`src/design/modified_miller_frame_decoder_defines.svh`:
```
// ----------------------------------------------------------------------------
// Modified Miller frame decoder assertion macros
// Shared wrappers for concurrent checks on clk / rst_n.
// ----------------------------------------------------------------------------
`ifndef MODIFIED_MILLER_FRAME_DECODER_DEFINES_SVH
`define MODIFIED_MILLER_FRAME_DECODER_DEFINES_SVH

// same-cycle implication, disabled in reset
`define MMFD_ASSERT_IMPLY(label, ante, cons, msg) \
  label: assert property (@(posedge clk) disable iff (!rst_n) (ante) |-> (cons)) \
    else $error(msg);

// next-cycle implication, disabled in reset
`define MMFD_ASSERT_NEXT(label, ante, cons, msg) \
  label: assert property (@(posedge clk) disable iff (!rst_n) (ante) |=> (cons)) \
    else $error(msg);

`endif

```
`src/design/mmfd_pkg.sv`:
```
// ----------------------------------------------------------------------------
// Modified Miller frame decoder package
// Payload types, configuration layout and shared codes.
// ----------------------------------------------------------------------------
package mmfd_pkg;

  // transaction types
  typedef struct packed {
    logic        req_type;
    logic [15:0] interval;
  } mmfd_in_t;

  typedef struct packed {
    logic       kind;
    logic [7:0] data_byte;
    logic       parity_expected;
    logic       parity_received;
    logic [2:0] status;
    logic [7:0] byte_count;
    logic       last_bit;
  } mmfd_out_t;

  typedef struct packed {
    logic [15:0] short_center;
    logic [15:0] medium_center;
    logic [15:0] long_center;
    logic [15:0] tolerance;
    logic [7:0]  max_bytes;
  } mmfd_cfg_t;

  // configuration register indexes
  localparam logic [2:0] CFG_SHORT_CENTER  = 3'd0;
  localparam logic [2:0] CFG_MEDIUM_CENTER = 3'd1;
  localparam logic [2:0] CFG_LONG_CENTER   = 3'd2;
  localparam logic [2:0] CFG_TOLERANCE     = 3'd3;
  localparam logic [2:0] CFG_MAX_BYTES     = 3'd4;

  localparam logic [15:0] SHORT_CENTER_RST  = 16'd90;
  localparam logic [15:0] MEDIUM_CENTER_RST = 16'd155;
  localparam logic [15:0] LONG_CENTER_RST   = 16'd220;
  localparam logic [15:0] TOLERANCE_RST     = 16'd20;
  localparam logic [7:0]  MAX_BYTES_RST     = 8'd20;

  // interval classes
  localparam logic [1:0] CLS_NONE   = 2'd0;
  localparam logic [1:0] CLS_SHORT  = 2'd1;
  localparam logic [1:0] CLS_MEDIUM = 2'd2;
  localparam logic [1:0] CLS_LONG   = 2'd3;

  // request / result kinds
  localparam logic REQ_INTERVAL   = 1'b0;
  localparam logic REQ_FRAME_END  = 1'b1;
  localparam logic KIND_BYTE      = 1'b0;
  localparam logic KIND_FRAME_END = 1'b1;

  // frame status codes
  localparam logic [2:0] ST_OK              = 3'd0;
  localparam logic [2:0] ST_SHORT           = 3'd1;
  localparam logic [2:0] ST_BAD_INTERVAL    = 3'd2;
  localparam logic [2:0] ST_BAD_START       = 3'd3;
  localparam logic [2:0] ST_LONG_AFTER_ZERO = 3'd4;
  localparam logic [2:0] ST_OVERFLOW        = 3'd5;
  localparam logic [2:0] ST_INCOMPLETE      = 3'd6;
  localparam logic [2:0] ST_EMPTY           = 3'd7;

  localparam logic [7:0] SHORT_FRAME_CODE = 8'h26;

endpackage

```
`src/design/mmfd_classify.sv`:
```
// ----------------------------------------------------------------------------
// Interval classifier
// Sorts one interval into short, medium, long or none by open windows.
// ----------------------------------------------------------------------------
module mmfd_classify (
  input  logic [15:0]        interval,
  input  mmfd_pkg::mmfd_cfg_t cfg,
  output logic [1:0]         cls
);
  import mmfd_pkg::*;

  logic hit_short;
  logic hit_medium;
  logic hit_long;

  function automatic logic in_window(logic [15:0] t, logic [15:0] c, logic [15:0] tol);
    logic [16:0] lo_sum;
    logic [16:0] hi_sum;
    lo_sum = {1'b0, t} + {1'b0, tol};
    hi_sum = {1'b0, c} + {1'b0, tol};
    return (lo_sum > {1'b0, c}) && ({1'b0, t} < hi_sum);
  endfunction

  assign hit_short  = in_window(interval, cfg.short_center,  cfg.tolerance);
  assign hit_medium = in_window(interval, cfg.medium_center, cfg.tolerance);
  assign hit_long   = in_window(interval, cfg.long_center,   cfg.tolerance);

  // short wins over medium wins over long
  always_comb begin
    if (hit_short) begin
      cls = CLS_SHORT;
    end else if (hit_medium) begin
      cls = CLS_MEDIUM;
    end else if (hit_long) begin
      cls = CLS_LONG;
    end else begin
      cls = CLS_NONE;
    end
  end

endmodule

```
`src/design/mmfd_frame.sv`:
```
// ----------------------------------------------------------------------------
// Frame state and Miller decode
// Holds the frame state, inserts decoded bits and builds result items.
// ----------------------------------------------------------------------------
`include "modified_miller_frame_decoder_defines.svh"

module mmfd_frame (
  input  logic                clk,
  input  logic                rst_n,
  input  logic                step,
  input  logic                req_type,
  input  logic [1:0]          cls,
  input  logic [7:0]          max_bytes,
  output logic                res_vld,
  output mmfd_pkg::mmfd_out_t res
);
  import mmfd_pkg::*;

  typedef struct packed {
    logic [7:0] acc;
    logic [3:0] pos;
    logic       par;
    logic       prev;
    logic       last;
    logic [7:0] done;
    logic       await;
    logic [2:0] err;
  } frame_state_t;

  typedef struct packed {
    frame_state_t st;
    logic         emit;
    logic [7:0]   data;
    logic         pe;
    logic         pr;
  } ins_res_t;

  localparam frame_state_t FRAME_CLEAR = '{acc: 8'd0, pos: 4'd0, par: 1'b0, prev: 1'b0,
                                           last: 1'b0, done: 8'd0, await: 1'b1,
                                           err: ST_OK};

  frame_state_t st_r;
  frame_state_t st_nxt;
  frame_state_t base;
  frame_state_t after;
  ins_res_t     ins1;
  ins_res_t     ins2;
  logic [1:0]   ins_cnt;
  logic         bit0;
  logic         bit1;
  logic         chk_ovf;
  logic [2:0]   end_status;
  logic [7:0]   end_count;

  // one bit into the byte; ninth bit is the received parity
  function automatic ins_res_t insert(frame_state_t s, logic b);
    ins_res_t r;
    r      = '0;
    r.st   = s;
    if (s.pos < 4'd8) begin
      r.st.par = s.par ^ b;
      r.st.acc = s.acc | ({7'd0, b} << s.pos[2:0]);
      r.st.pos = s.pos + 4'd1;
    end else begin
      r.emit    = 1'b1;
      r.data    = s.acc;
      r.pe      = ~s.par;
      r.pr      = b;
      r.st.done = s.done + 8'd1;
      r.st.pos  = 4'd0;
      r.st.par  = 1'b0;
      r.st.acc  = 8'd0;
    end
    return r;
  endfunction

  // symbol decode: choose bits to insert and new prev/last
  always_comb begin
    base    = st_r;
    ins_cnt = 2'd0;
    bit0    = 1'b0;
    bit1    = 1'b0;
    chk_ovf = 1'b0;
    if (st_r.err == ST_OK) begin
      if (cls == CLS_NONE) begin
        base.err = ST_BAD_INTERVAL;
      end else if (st_r.await) begin
        base.await = 1'b0;
        if (cls == CLS_LONG) begin
          base.err = ST_BAD_START;
        end else begin
          chk_ovf = 1'b1;
          if (cls == CLS_MEDIUM) begin
            ins_cnt   = 2'd1;
            bit0      = 1'b1;
            base.prev = 1'b1;
            base.last = 1'b1;
          end
        end
      end else begin
        case (cls)
          CLS_SHORT: begin
            chk_ovf   = 1'b1;
            ins_cnt   = 2'd1;
            bit0      = st_r.prev;
            base.last = st_r.prev;
          end
          CLS_MEDIUM: begin
            chk_ovf = 1'b1;
            bit0    = 1'b0;
            bit1    = 1'b1;
            ins_cnt = st_r.prev ? 2'd1 : 2'd2;
            base.prev = ~st_r.prev;
            base.last = ~st_r.prev;
          end
          CLS_LONG: begin
            if (!st_r.prev) begin
              base.err = ST_LONG_AFTER_ZERO;
            end else begin
              chk_ovf   = 1'b1;
              ins_cnt   = 2'd2;
              bit0      = 1'b0;
              bit1      = 1'b1;
              base.prev = 1'b1;
              base.last = 1'b1;
            end
          end
          default: begin
            base.err = ST_BAD_INTERVAL;
          end
        endcase
      end
    end
  end

  assign ins1 = insert(base, bit0);
  assign ins2 = insert(ins1.st, bit1);

  always_comb begin
    case (ins_cnt)
      2'd1:    after = ins1.st;
      2'd2:    after = ins2.st;
      default: after = base;
    endcase
    if (chk_ovf && (after.done >= max_bytes)) begin
      after.err = ST_OVERFLOW;
    end
  end

  // frame-end status
  always_comb begin
    end_count = st_r.done;
    if (st_r.err != ST_OK) begin
      end_status = st_r.err;
    end else if (st_r.await) begin
      end_status = ST_EMPTY;
    end else if (st_r.pos == 4'd0) begin
      end_status = ST_OK;
    end else if ((st_r.pos == 4'd7) && (st_r.done == 8'd0) &&
                 (st_r.acc == SHORT_FRAME_CODE)) begin
      end_status = ST_SHORT;
      end_count  = 8'd1;
    end else begin
      end_status = ST_INCOMPLETE;
    end
  end

  always_comb begin
    st_nxt  = st_r;
    res_vld = 1'b0;
    res     = '0;
    if (step) begin
      if (req_type == REQ_FRAME_END) begin
        st_nxt         = FRAME_CLEAR;
        res_vld        = 1'b1;
        res.kind       = KIND_FRAME_END;
        res.data_byte  = st_r.acc;
        res.status     = end_status;
        res.byte_count = end_count;
        res.last_bit   = st_r.last;
      end else begin
        st_nxt   = after;
        res.kind = KIND_BYTE;
        if ((ins_cnt != 2'd0) && ins1.emit) begin
          res_vld             = 1'b1;
          res.data_byte       = ins1.data;
          res.parity_expected = ins1.pe;
          res.parity_received = ins1.pr;
        end else if ((ins_cnt == 2'd2) && ins2.emit) begin
          res_vld             = 1'b1;
          res.data_byte       = ins2.data;
          res.parity_expected = ins2.pe;
          res.parity_received = ins2.pr;
        end
      end
    end
  end

  always_ff @(posedge clk) begin
    if (!rst_n) begin
      st_r <= FRAME_CLEAR;
    end else begin
      st_r <= st_nxt;
    end
  end

  `MMFD_ASSERT_IMPLY(a_end_always_reports, step && (req_type == REQ_FRAME_END), res_vld, "frame end gave no result")
  `MMFD_ASSERT_IMPLY(a_latched_silent, step && (req_type == REQ_INTERVAL) && (st_r.err != ST_OK), !res_vld && (st_nxt == st_r), "interval acted after latched error")
  `MMFD_ASSERT_NEXT(a_end_clears, step && (req_type == REQ_FRAME_END), st_r.await && (st_r.err == ST_OK) && (st_r.done == 8'd0) && (st_r.pos == 4'd0), "frame state not cleared after frame end")
  `MMFD_ASSERT_IMPLY(a_pos_range, 1'b1, st_r.pos <= 4'd8, "bit position out of range")

endmodule

```
`src/design/modified_miller_frame_decoder.sv`:
```
// ----------------------------------------------------------------------------
// Modified Miller frame decoder
// Reader-to-card 106 kbit interval decoder with byte and frame-end results.
// ----------------------------------------------------------------------------
// Usage:
//  - Input channel (in_valid/in_ready/in_data): one transaction is either a
//    measured pause-to-pause interval or a frame-end marker.
//  - Output channel (out_valid/out_ready/out_data): a completed byte with its
//    computed and received parity, or the frame-end status with byte count,
//    last data bit and partial byte. An interval yields zero or one result; a
//    frame end always yields exactly one.
//  - Config port (cfg_we/cfg_index/cfg_wdata): single-cycle writes of the
//    class centers, tolerance and overflow byte limit; write only while idle.
//  - Path: an accepted transaction is held in the input register; when the
//    input stage advances, its result is written to the output register and
//    out_valid rises, unless it was an interval with no result.
//  - Throughput: one transaction per cycle when not stalled; classify and
//    decode are one combinational pass between input and output registers.
//  - Stall: while out_ready is low the output register holds; the input
//    register still takes one more transaction, then in_ready drops.
//  - Reset: clears both pipeline valids and the frame state (awaiting the
//    first interval, no error); config registers return to defaults.
// ----------------------------------------------------------------------------
module modified_miller_frame_decoder (
  input  logic                clk,
  input  logic                rst_n,
  input  logic                in_valid,
  output logic                in_ready,
  input  mmfd_pkg::mmfd_in_t  in_data,
  output logic                out_valid,
  input  logic                out_ready,
  output mmfd_pkg::mmfd_out_t out_data,
  input  logic                cfg_we,
  input  logic [2:0]          cfg_index,
  input  logic [15:0]         cfg_wdata
);
  import mmfd_pkg::*;

  mmfd_cfg_t  cfg_r;
  logic       s1_vld_r;
  mmfd_in_t   s1_data_r;
  logic       s1_adv;
  logic [1:0] cls;
  logic       res_vld;
  mmfd_out_t  res;
  logic       out_vld_r;
  mmfd_out_t  out_data_r;

  // config registers; out-of-range indexes are dropped
  always_ff @(posedge clk) begin
    if (!rst_n) begin
      cfg_r.short_center  <= SHORT_CENTER_RST;
      cfg_r.medium_center <= MEDIUM_CENTER_RST;
      cfg_r.long_center   <= LONG_CENTER_RST;
      cfg_r.tolerance     <= TOLERANCE_RST;
      cfg_r.max_bytes     <= MAX_BYTES_RST;
    end else if (cfg_we) begin
      case (cfg_index)
        CFG_SHORT_CENTER:  cfg_r.short_center  <= cfg_wdata;
        CFG_MEDIUM_CENTER: cfg_r.medium_center <= cfg_wdata;
        CFG_LONG_CENTER:   cfg_r.long_center   <= cfg_wdata;
        CFG_TOLERANCE:     cfg_r.tolerance     <= cfg_wdata;
        CFG_MAX_BYTES:     cfg_r.max_bytes     <= cfg_wdata[7:0];
        default: ;
      endcase
    end
  end

  // input stage moves on when the output register is free or draining
  assign s1_adv   = s1_vld_r && (!out_vld_r || out_ready);
  assign in_ready = !s1_vld_r || s1_adv;

  always_ff @(posedge clk) begin
    if (!rst_n) begin
      s1_vld_r <= 1'b0;
    end else if (in_valid && in_ready) begin
      s1_vld_r <= 1'b1;
    end else if (s1_adv) begin
      s1_vld_r <= 1'b0;
    end
  end

  always_ff @(posedge clk) begin
    if (in_valid && in_ready) begin
      s1_data_r <= in_data;
    end
  end

  mmfd_classify u_classify (
    .interval (s1_data_r.interval),
    .cfg      (cfg_r),
    .cls      (cls)
  );

  // frame state advances exactly once per transaction leaving the input stage
  mmfd_frame u_frame (
    .clk       (clk),
    .rst_n     (rst_n),
    .step      (s1_adv),
    .req_type  (s1_data_r.req_type),
    .cls       (cls),
    .max_bytes (cfg_r.max_bytes),
    .res_vld   (res_vld),
    .res       (res)
  );

  // output register
  always_ff @(posedge clk) begin
    if (!rst_n) begin
      out_vld_r <= 1'b0;
    end else if (s1_adv && res_vld) begin
      out_vld_r <= 1'b1;
    end else if (out_ready) begin
      out_vld_r <= 1'b0;
    end
  end

  always_ff @(posedge clk) begin
    if (s1_adv && res_vld) begin
      out_data_r <= res;
    end
  end

  assign out_valid = out_vld_r;
  assign out_data  = out_data_r;

endmodule

```
`config.mk`:
```
export PLATFORM = sky130hd
export DESIGN_NAME = modified_miller_frame_decoder
export DESIGN_NICKNAME = d
export VERILOG_FILES = /design/src/design/mmfd_pkg.sv /design/src/design/mmfd_classify.sv /design/src/design/mmfd_frame.sv /design/src/design/modified_miller_frame_decoder.sv
export VERILOG_INCLUDE_DIRS = /design/src /design/src/design
export SDC_FILE = /design/constraint.sdc
export NUM_CORES = 1
export LEC_CHECK = 0
export BUFFER_PORTS_ARGS = -buffer_cell sky130_fd_sc_hd__buf_2
export CAP_MARGIN = 10
export CORE_MARGIN = 5
export CORE_UTILIZATION = 55
export CTS_CLUSTER_SIZE = 24
export DETAILED_ROUTE_END_ITERATION = 6
export PLACE_DENSITY = 0.83
export SLEW_MARGIN = 0
export SYNTH_ARGS = -nofsm -noshare
export SYNTH_HDL_FRONTEND = slang
export SYNTH_HIERARCHICAL = 1
export SYNTH_SLANG_ARGS = --single-unit
```
`constraint.sdc`:
```
create_clock -name clk -period 18.1 [get_ports clk]
set_clock_uncertainty 0.2 [all_clocks]
set_input_delay 0 -clock clk [delete_from_list [all_inputs] [get_ports clk]]
set_output_delay 0 -clock clk [all_outputs]
set_load 0.02 [all_outputs]
```
# Yosys cells after proc, flatten, opt, wreduce, memory -nomap -nowiden
# Cells that the tools add are included.
[word_totals] register_bits=141 inputBits=41 word_cells=167 out_inout_bits=25
[classes] shifts=2 bitwise_logic=8 magnitude_cmp=9 n_addsub=8 eq_ne=11 muxes=71 reduce_logical=34
[ops] op="$add A16 B16 Y17" n=4
[ops] op="$pmux W27 S2" n=1
[ops] op="$gt A17 B16 Y1" n=3
[ops] op="$lt A16 B17 Y1" n=3
[ops] op="$mux W8" n=6
[ops] op="$mux W2" n=15
[ops] op="$mux W27" n=1
[ops] op="$mux W3" n=9
[ops] op="$mux W13" n=2
[ops] op="$mux W1" n=25
[ops] op="$mux W11" n=2
[ops] op="$mux W10" n=2
[ops] op="$add A8 B1 Y8 const B" n=2
[ops] op="$or A8 B8 Y8" n=2
[ops] op="$shl A1 B3 Y8" n=2
[ops] op="$reduce_and A2 Y1" n=7
[ops] op="$logic_and A1 B1 Y1" n=11
[ops] op="$mux W9" n=1
[ops] op="$add A4 B1 Y4 const B" n=2
[ops] op="$eq A8 B6 Y1 const B" n=1
[ops] op="$ge A8 B8 Y1" n=1
[ops] op="$logic_not A8 Y1" n=1
[ops] op="$lt A4 B4 Y1 const B" n=2
[ops] op="$eq A2 B2 Y1 const B" n=3
[ops] op="other kinds (20)" n=35

# Longest topological paths before layout
[depth] ltp_word=24 ltp_mapped=39 depth_no_buf=37

# By module
# The synthesis kept the hierarchy.
[by_module_without_submodules] module="mmfd_classify" area_each_um2=4906.0 n_inst=1 seq_area_each_um2=0.0 cells_per_inst=634
[by_module_without_submodules] module="modified_miller_frame_decoder" area_each_um2=4057.6 n_inst=1 seq_area_each_um2=2682.6 cells_per_inst=315
[by_module_without_submodules] module="mmfd_frame" area_each_um2=2875.3 n_inst=1 seq_area_each_um2=540.5 cells_per_inst=404

# Worst setup path before layout
# OpenSTA, ideal clock, no wires.
[synth_path] path_type="register to register" start="register s1_data_r[0] (netlist name)" end="register u_frame/st_r[2] (netlist name)" path_stages_with_launch=37 synth_period_minus_slack_ns=7.258 arrival_ns=6.919 t_required_ns=17.761 setup_time_ns=0.139 slack_ns=10.842 n_path_buf=2 path_cell_list="edfxtp_1 ha_1 inv_1 fa_1 nor2b_1 o31a_1 o21ba_1 a221o_1 a21o_1 a21oi_1 xnor2_1 ha_1 nand2_1 nor4_1 a221oi_1 nand2_1 a31o_1 o21a_1 o21ai_1 inv_1 ha_1 or4_1 buf_2 nor3_4 o21ai_0 ha_1 clkbuf_4 or4_2 nand2_1 a21o_1 ha_1 a21o_1 a21o_1 a21oi_1 o31ai_1 nand3_1 a221oi_1"
[synth_between] elab_chain_cells=18 word_cells_on_any_way=41 classes_between="add/sub: 1; order compare: 7; eq/ne: 5; mux: 22; reduce/logical: 6"
[synth_rtl] element="from (decl)" line="modified_miller_frame_decoder.sv:41" rtl="mmfd_in_t s1_data_r;"
[synth_rtl] element="from (signal assigned)" line="modified_miller_frame_decoder.sv:85" rtl="s1_data_r <= in_data;"
[synth_rtl] element="$add A16 B16 Y17" line="mmfd_classify.sv:19" rtl="lo_sum = {1'b0, t} + {1'b0, tol};"
[synth_rtl] element="$gt A17 B16 Y1" line="mmfd_classify.sv:21" rtl="return (lo_sum > {1'b0, c}) && ({1'b0, t} < hi_sum);"
[synth_rtl] element="$logic_and A1 B1 Y1" line="mmfd_classify.sv:21"
[synth_rtl] element="$mux W2" line="mmfd_classify.sv:34" rtl="end else if (hit_long) begin"
[synth_rtl] element="$mux W2" line="mmfd_classify.sv:32" rtl="end else if (hit_medium) begin"
[synth_rtl] element="$mux W2 (*)" line="mmfd_classify.sv:30" rtl="if (hit_short) begin"
[synth_rtl] element="via cls[0]" line="modified_miller_frame_decoder.sv:43" rtl="logic [1:0] cls;"
[synth_rtl] element="$eq A2 B2 Y1" line="mmfd_frame.sv:93, mmfd_frame.sv:101"
[synth_rtl] element="[3 not listed]"
[synth_rtl] element="$mux W2" line="mmfd_frame.sv:85" rtl="if (cls == CLS_NONE) begin"
[synth_rtl] element="$mux W2" line="mmfd_frame.sv:84" rtl="if (st_r.err == ST_OK) begin"
[synth_rtl] element="$eq A2 B2 Y1 or $eq A2 B1 Y1 (tied branches)" line="mmfd_frame.sv:140" rtl="case (ins_cnt)"
[synth_rtl] element="$pmux W27 S2" line="mmfd_frame.sv:140"
[synth_rtl] element="$ge A8 B8 Y1" line="mmfd_frame.sv:145" rtl="if (chk_ovf && (after.done >= max_bytes)) begin"
[synth_rtl] element="$logic_and A1 B1 Y1" line="mmfd_frame.sv:145"
[synth_rtl] element="$mux W3 (*)" line="mmfd_frame.sv:145"
[synth_rtl] element="$mux W27 (*)" line="mmfd_frame.sv:173" rtl="if (req_type == REQ_FRAME_END) begin"
[synth_rtl] element="to (signal assigned)" line="mmfd_frame.sv:203" rtl="st_r <= st_nxt;"
[synth_rtl] element="to (decl)" line="mmfd_frame.sv:42" rtl="frame_state_t st_r;"
# The timed path passes the listed nets; every way through them passes the cells marked *.
# A chain may end at the register's enable or synchronous reset.

# Worst setup path in the final report
[layout_path] start="register s1_data_r[1] (netlist name)" end="register u_frame/st_r[2] (netlist name)"
# Same word-level chain as after synthesis.

==> results by group <==
Floorplanning
  • Die W: 157 um
  • IO Pins: 66
  • Total core area: about 21000 sq um
  • Die area: ~25000 sq um
  • FP Rows: 53
  • Initial cell density of the core: 56.1%
  • Die Height: 157 um

Pwr
  • Overall Power: 882 uW
  • PwrDens: 66.4 nW/um^2
  • Reg power frac: 39.0%
  • Sw frac: 31.6%
  • Clock power share: 39.9%
  • Internal Power: 604 uW
  • Leak: 0.00601 uW
  • Peak supply drop: 55.3 uV
  • Combinational share of power: 21.1%
  • Switching power: between 200 and 300 uW

Timing
  • Slew HR: 23.9%
  • Final setup fails: 0
  • Worst-Margin Slew: 1.14 ns
  • Part of the cycle the worst path needs: roughly 46%
  • Final hold violations: 0
  • RSZ-0062 raised after global routing: no
  • Fmax: 119 MHz
  • Setup TNS: 0 ns
  • Period minus WS final: between 8 and 9 ns
  • Max-slew violations: 0

Placement
  • Hpwl dp: ~24000 um
  • GP Congestion: 0.939
  • Port bufs: 65

Synthesis
  • Synth top cells by count: 178 x ha_1, 129 x nand2_1, 101 x dfxtp_1, 91 x a21oi_1, 89 x inv_1
  • Syn Area/Cell: 8.75 sq um
  • Top-count cell post-synth: ha_1
  • Proportion of synthesized area in mux cells: 6.62%
  • Synth Area in Compound Gates: 19.0%
  • Largest cells by area after synthesis: ha_1 19%, dfxtp_1 17%, edfxtp_1 10%
  • #FFs+latches synth: 141
  • Post-synth cell types: 91
  • Post-synth EDFFs: 40
  • Largest family of logic cells by synthesized area: adder cells
  • Yosys warning total: 6
  • Post-Syn Instances: 1353
  • Dominant synthesized flop cell: dfxtp_1
  • Adder-cell area share of the yosys netlist: roughly 19%
  • Asr flop ratio synth: 0%
  • Simple logic cell fraction of the synthesized area: between 10% and 20%
  • Post-Syn Area: 11800 sq um
  • Register area share after synthesis: 27.2%
  • Syn nets: 1576
  • Post-synth top area cell: ha_1
  • Synth Area in XOR/XNOR: 4.22%
  • Synth top area share: between 10% and 20%

Setup path
  • Worst-path fanout max: 19
  • Worst setup SP type: register
  • Origin of the critical flop-to-flop path: s1_data_r[1]
  • Crit path launch: s1_data_r[1]
  • CP max-delay cell: or4_2
  • Slowest stage delay, CP: 0.71 ns
  • Critical path class: register to register
  • Data arrival, critical path: 8.49 ns
  • Worst Path Required: 18.19 ns
  • Cells on worst reg2reg path: 31
  • CP most frequent cell: ha_1
  • Crit path capture type: register

Routing
  • Routed length on met1: 14400 um
  • Drt total wl: 32000 um
  • Total number of vias: 10369
  • Top Layer Used: met4
  • Met2 Wirelength: 14600 um
  • Via density: 6.01
  • Remaining DRCs: 0
  • First-pass iteration count of the detailed router: 6
  • Initial DRC Count: 1045
  • Met3 WL post-DR: around 2300 um
  • Antenna-violating nets left: 0
  • WL/cell: between 15 and 20 um

Clock network
  • CTS Sinks: 141
  • Reg clk slew, reported paths: 0.07 ns
  • Clock Tree Root: clkbuf_16
  • Clock latency on the worst-skew pair: about 0.43 ns
  • Setup Buffers After CTS: 0
  • Post-cts sizing count: 0
  • CTS tree: built
  • Maximum clock path buffer count: 2
  • Hold bufs inserted after CTS: 44
  • Inserted Clock Buffers: 17
  • H-Tree Level Count: 4

Worst hold path
  • Hold Crit Start: cfg_index[2]
  • Hold Crit Class: primary input to register
  • Hold Crit Depth: 3

Status
  • Outcome: finished, final reports clean

Layout
  • Fin nets: roughly 1700
  • Layout area overhead: 12.1%
  • Share of cells above drive strength 1: 8.49%
  • Fill count: 1748
  • Ant. Diodes: 0

GRT
  • Total track usage: a little over a quarter
  • First-pass GRT wire length: 51500 um
  • Vias in the first global route: around 10000
  • Largest net degree at the start of global routing: 79
  • Initial antenna violation count: 0
  • GRT Residual Overflow: 0

Job
  • Max-cap violations: 0
-- flip-flops by register name (all words and copies together), names as in the netlist --
register      count
s1_data_r        17
u_frame/base     21
u_frame/st_r      6
s1_vld_r          1
out_valid         1
cfg_r            72
out_data         23
-- worst paths after layout --
path | slack [ns] | end
worst max-delay path | 9.70 | u_frame/st_r[2]
worst min-delay path | 0.02 | cfg_r[5]
worst max register to register | 9.70 | u_frame/st_r[2]
worst min register to register | 0.26 | cfg_r[5]
-- routing by layer --
layer  GRT usage [%]  vias to the layer above
met4            8.60                        0
met3            3.93                       61
met1            36.2                     4787
li1                -                     5089
met5               0                        -
met2            42.0                      432
-- final cells by class --
cell class,count,area [sq um],share of cell area [%]
Clock buffer,17,425,3.20
Clock inverter,15,153,1.15
Inverter,89,334,2.52
Multi-Input combinational cell,1074,8000,60.2
Sequential cell,141,3220,24.3
Tap cell,275,344,2.59
Timing Repair Buffer,113,798,6.01
-- layout by cell type (no fill, tap or decap), drive strengths merged, types with 10 or more instances in the layout --
cell / instances
ha: 178
nand2: 130
dfxtp: 101
inv: 97
a21oi: 92
nor2: 86
mux2i: 76
buf: 69
o21ai: 64
nor2b: 55
dlygate4sd3: 44
edfxtp: 40
a21o: 36
xor2: 30
xnor2: 27
nor3: 27
nand2b: 25
o21a: 21
nand3: 18
nand4: 18
clkbuf: 17
o31ai: 12
and3: 11
a211oi: 10
or3: 10
-- power by group through the flow --
stage	clock network, uW	logic, uW	registers (uW)
3_5_place_dp	0	173	351
3_3_place_gp	0	168	351
5_1_grt	374	207	345
4_1_cts	357	182	344
2_1_floorplan	0	134	345
6_report	352	186	344
-- stage by stage --
step / setup slack (ns) / cells / utilization (%) / instance area (sq um) / hold slack, ns
2_1_floorplan: 10.84 / 1353 / - / 11800 / -0.101
3_3_place_gp: 10.07 / 1648 / 58.1 / 12300 / -0.0240
3_5_place_dp: 9.90 / 1648 / 58.1 / 12300 / -0.0217
4_1_cts: 9.85 / 1724 / 63.0 / 13300 / 0.00324
5_1_grt: 9.15 / 1724 / 63.0 / 13300 / 0.0469
6_report: 9.70 / 1724 / 63.0 / 13300 / 0.0223
-- kinds of logic after synthesis --
kind of cell,count (synthesis)
AO/OA/AOI/OAI,333
XOR/XNOR,57
adder cells (fa/ha/maj),182
buffers and inverters,138
flip-flops,141
multiplexers,78
AND/OR/NAND/NOR,424
-- worst max-delay path: cells and delay by family (launching register included) --
family,cells,cell delay (ns)
AOI/OAI and AO/OA,16,3.09
and+or+nand+nor,8,2.25
adders and majority gates,5,1.71
DFF,1,0.47
xor gates and xnor gates,1,0.43
buffers and inverters,1,0.13
Power figures use the tool's default switching activity.
